### src/design/obk_ram.sv
// ----------------------------------------------------------------------------
// obk_ram
// one write, one read port memory with registered read data
// ----------------------------------------------------------------------------
`timescale 1ns / 1ps

module obk_ram #(
  parameter int DEPTH = 32,
  parameter int WIDTH = 62
) (
  input  logic                     clk_i,
  input  logic                     we_i,
  input  logic [$clog2(DEPTH)-1:0] waddr_i,
  input  logic [WIDTH-1:0]         wdata_i,
  input  logic                     re_i,
  input  logic [$clog2(DEPTH)-1:0] raddr_i,
  output logic [WIDTH-1:0]         rdata_o
);

  logic [WIDTH-1:0] mem [DEPTH];

  always_ff @(posedge clk_i) begin
    if (we_i) begin
      mem[waddr_i] <= wdata_i;
    end
    if (re_i) begin
      rdata_o <= mem[raddr_i];
    end
  end

endmodule

### config.mk
export PLATFORM = sky130hd
export DESIGN_NAME = obk_ram
export DESIGN_NICKNAME = d
export VERILOG_FILES = /design/src/design/obk_ram.sv
export SDC_FILE = /design/constraint.sdc
export NUM_CORES = 2
export LEC_CHECK = 0
export ABC_AREA = 1
export BUFFER_PORTS_ARGS = -buffer_cell sky130_fd_sc_hd__buf_2
export CAP_MARGIN = 20
export CELL_PAD_IN_SITES_DETAIL_PLACEMENT = 1
export CELL_PAD_IN_SITES_GLOBAL_PLACEMENT = 1
export CORE_MARGIN = 2
export CORE_UTILIZATION = 40
export DETAILED_ROUTE_END_ITERATION = 6
export PLACE_DENSITY_LB_ADDON = 0.1
export SLEW_MARGIN = 20
export SYNTH_ARGS = -nofsm -noshare
export SYNTH_HDL_FRONTEND = slang
export SYNTH_SLANG_ARGS = --single-unit
### constraint.sdc
create_clock -name clk_i -period 4.74 [get_ports clk_i]
set_clock_uncertainty 0.2 [all_clocks]
set_input_delay 0.948 -clock clk_i [delete_from_list [all_inputs] [get_ports clk_i]]
set_output_delay 0.948 -clock clk_i [all_outputs]
set_load 0.01 [all_outputs]
# After elaboration in Yosys (flattened, before gate mapping)
# Memory sizes are Yosys's and may differ from the RTL's. A register that Yosys moved wholly into a read port is not among the register bits.
# Index checks and enable logic that the tools add are counted.
dict set report word_totals {
  n_memories 1
  output_inout_bits 62
  wordCells 3
  mem_bits_rw 1984
  register_bits 0
  inputBits 75
}
dict set report op_classes {
  n_mux 2
}
# memory depth word_bits read_ports rd_clocked_by_memory_dff write_ports line
set memory_table {}
lappend memory_table {mem 32 62 1 1 1 20} ;# logic [WIDTH-1:0] mem [DEPTH];
# op n
set op_table {}
lappend op_table {{$mux W1} 2}

# Depth between registers and ports, before layout
dict set report depth {
  ltp_word 2
  mapped_depth 12
  mapped_depth_nobuf 9
}

# Least setup slack after synthesis
# Ideal clock, no wire load.
dict set report synth_path {
  path_type {in2reg}
  from {in waddr_i[0]}
  to {mem mem[8][0] (enable)}
  arrival_ns 3.843
  setup_ns 0.482
  n_path_buf 0
  stages 3
  slack_ns 0.215
  required_time_ns 4.058
  path_cell_list {inv_1 -> nand3_1 -> nor2_1}
}
# item line
set synth_rtl {}
lappend synth_rtl {{start: declaration} 13} ;# input logic [$clog2(DEPTH)-1:0] waddr_i,
lappend synth_rtl {{end: declaration} 20}
# Straight into the memory's write port.

# Worst setup path in the final report
dict set report layout_path {
  from {reg rdata_o[37] (read register of mem)}
  to {out rdata_o[37]}
}
# item line
set layout_rtl {}
lappend layout_rtl {{start: declaration} 17} ;# output logic [WIDTH-1:0] rdata_o
# No word-level cell between the ends.

==> flow_summary.yaml <==
status:
  status: "completed"
yosys:
  ys_top_cells_by_area: "edfxtp_1 (75%), nand2_1 (13%), nand3_1 (9.2%)"
  yosysWarnings: 0
  synth-adder-area-share: 0
  netlist_area_mm2: 0.0817
  ys_seq_elements: 2046
  synth.largest_area_cell: "edfxtp_1"
  synth_commonest_cells: "nand2_1 (2790), edfxtp_1 (2046), nand3_1 (1500), buf_2 (265), clkbuf_1 (81)"
  ys_types: 11
  synth_cells: 6802
  postSynth.asyncResetShare: 0
  seq_area_frac_synth: 0.752
  synth_nets: 6877
  synth_mux_area_frac: 0
  yosys.area_share.xor_xnor: 0
  synth_top_cell_area_share: 0.752
  synth_compound_gate_area_share: 0
  synth_simple_gate_area_frac: 0.222
  synth_top_family_by_area: "simple AND/OR/NAND/NOR gates"
  synthFlopType: "edfxtp_1"
  yosysMostFrequentCell: "nand2_1"
  synth_area_per_cell_um2: 12.0
  synth_edf_count: 2046
floorplanning:
  initial_utilization: 0.403
  dieHeight_um: 456
  core-area_mm2: 0.203
  die-area_mm2: 0.208
  ios: 137
  std_cell_rows: 165
  fp.dieW_um: 456
placed_design:
  hpwl_um: 122000
  globalplace.congestion: 0.736
  port_buffers: 136
sta:
  whs_ns: 0.382
  rsz0062_at_grt: "false"
  fin_crit_sh: 0.579
  fmax_mhz: 365
  worst_pin_slew_ns: 1.18
  slew_viol_final: 0
  max_slew_margin: 0.211
  setup_violations: 0
  final_hold_viol_count: 0
  min_period_ns: 2.74
  tns_ns: 0
layout:
  fin_nets: 6946
  drive_gt1_frac: 0.0828
  postLayoutCoreUtil: 0.457
  fillCellCount: 21000
  area_growth_pct: 13.3
  multiInputGateArea_mm2: 0.0183
  seqCellArea_mm2: 0.0614
clock_tree:
  htreeDepth: 4
  clock_latency_ns: 0.87
  cts-buffers-inserted: 218
  cts_tree: "done"
  cts-hold-fix-buffers: 0
  cts.reportedPaths.clkPinSlew_ns: 0.06
  cts_setup_buffers: 0
  cts.sink_count: 2046
  cts_resized: 0
  cts_root_buf: "clkbuf_16"
  clk_path_buf_depth: 3
global_routing:
  track_usage: 0.244
  grt_pass1_wl_um: 377000
  grt_max_degree: 187
  grt_pass1_vias: 55200
  grt_remaining_overflow: 0
  antenna_found_initial: 12
worst_setup_path:
  end_kind: "output pin"
  slowest_delay_ns: 0.52
  cp.arrival_ns: 1.60
  crit_path_cell_trace: "buf_2"
  cpMaxStageDelayCell: "edfxtp_1"
  start_kind: "flop"
  critPathBufInv: 1
  critical_path_class: "flop to output pin"
  path_max_fanout: 1
  crit_required_ns: 3.59
  path_delay_family: "flip-flops"
routing:
  wire_per_inst_um: 26.3
  drc: 0
  dr.pass1.iters: 5
  drt_iter0_drc: 4279
  drtAntennaViolNets: 0
  routed_via_density: 5.45
  num_vias: 53000
  routed_wl_um: 255000
power:
  total_leakage_power_nw: 33.4
  switching_share: 0.231
  combPwrFrac: 0.060
  p_clk_frac: 0.415
  powerDensity_mw_per_mm2: 417
  peakVddDrop_v: 0.000420
  p_int_mw: 29.7
  power_switching_mw: 8.93
  p_seq_frac: 0.525
run:
  drv_cap: 0
min_path:
  hold_path_class: "primary input to flop"
-- layer usage --
| metal | vias to the layer above | wire (um) | GRT usage |
|---|---|---|---|
| met4 | 6 | 5330 | 0.0584 |
| met1 | 27800 | 113000 | 0.325 |
| li1 | 24000 | - | - |
| met3 | 341 | 9150 | 0.0291 |
| met5 | - | 30 | 0 |
| met2 | 960 | 128000 | 0.426 |
-- power by group through the flow --
stage,combinational [mW],clock (mW),sequential [mW]
after floorplan,1.28,0,20.7
after global placement,2.33,0,20.6
after detailed placement,2.37,0,20.7
final,2.33,16.0,20.3
after global routing,2.60,17.0,20.3
after CTS,2.38,16.3,20.3
-- registers in the layout, indices dropped and copies added (netlist names) --
name,cells
mem,1984
rdata_o,62
-- layout make-up --
type | instances | area share
clock buffer | 278 | 0.0623
antenna | 6 | 0.000162
timing repair buffer | 273 | 0.0298
sequential | 2046 | 0.664
multi-input combinational | 4322 | 0.198
tap | 2672 | 0.0361
clock inverter | 116 | 0.00871
inverter | 10 | 0.000757
-- path summary, 6_finish.rpt --
kind / cells after the start / slack, ns / endpoint / from
setup / recovery: 1 / 2.00 / rdata_o[37] / rdata_o[37]
hold / removal: 1 / 0.38 / mem[4][20] / wdata_i[20]
setup reg to reg: 8 / 3.16 / rdata_o[21] / mem[15][21]
hold reg to reg: 8 / 0.63 / rdata_o[46] / mem[6][46]
-- per-stage QoR --
stage	std cells	total power [mW]	area, um^2	worst slack (ns)
2_1_floorplan	6802	21.9	81700	0.215
3_3_place_gp	9323	23.0	85900	1.30
3_5_place_dp	9323	23.0	85900	1.25
4_1_cts	9717	39.0	92500	1.90
5_1_grt	9718	39.9	92500	1.95
6_report	9723	38.6	92500	2.00
-- worst reg2reg max path, stage by stage, from the launching register on --
cell and delay [ns]:
edfxtp_1 0.37, nand2_1 0.09, nand3_1 0.10, nand3_1 0.11, nand2_1 0.11, nand2_1 0.08, nand2_1 0.06, nand2_1 0.06
nand2_1 0.13
-- kinds of logic after synthesis --
| logic type | after synthesis |
|---|---|
| simple gates | 4322 |
| buf+inv | 434 |
| flops | 2046 |
-- placed cells by master (no fill, tap or decap) --
master / instances
buf_12: 80
buf_2: 130
buf_4: 58
buf_6: 1
buf_8: 3
bufinv_16: 7
clkbuf_1: 56
clkbuf_16: 222
clkbuf_8: 1
clkinv_1: 65
clkinv_16: 2
clkinv_2: 32
clkinv_8: 3
clkinvlp_4: 1
diode_2: 6
edfxtp_1: 2046
inv_1: 5
inv_16: 2
inv_4: 1
inv_6: 4
inv_8: 4
nand2_1: 2790
nand3_1: 1500
nor2_4: 32
(Power assumes the default switching activity.)
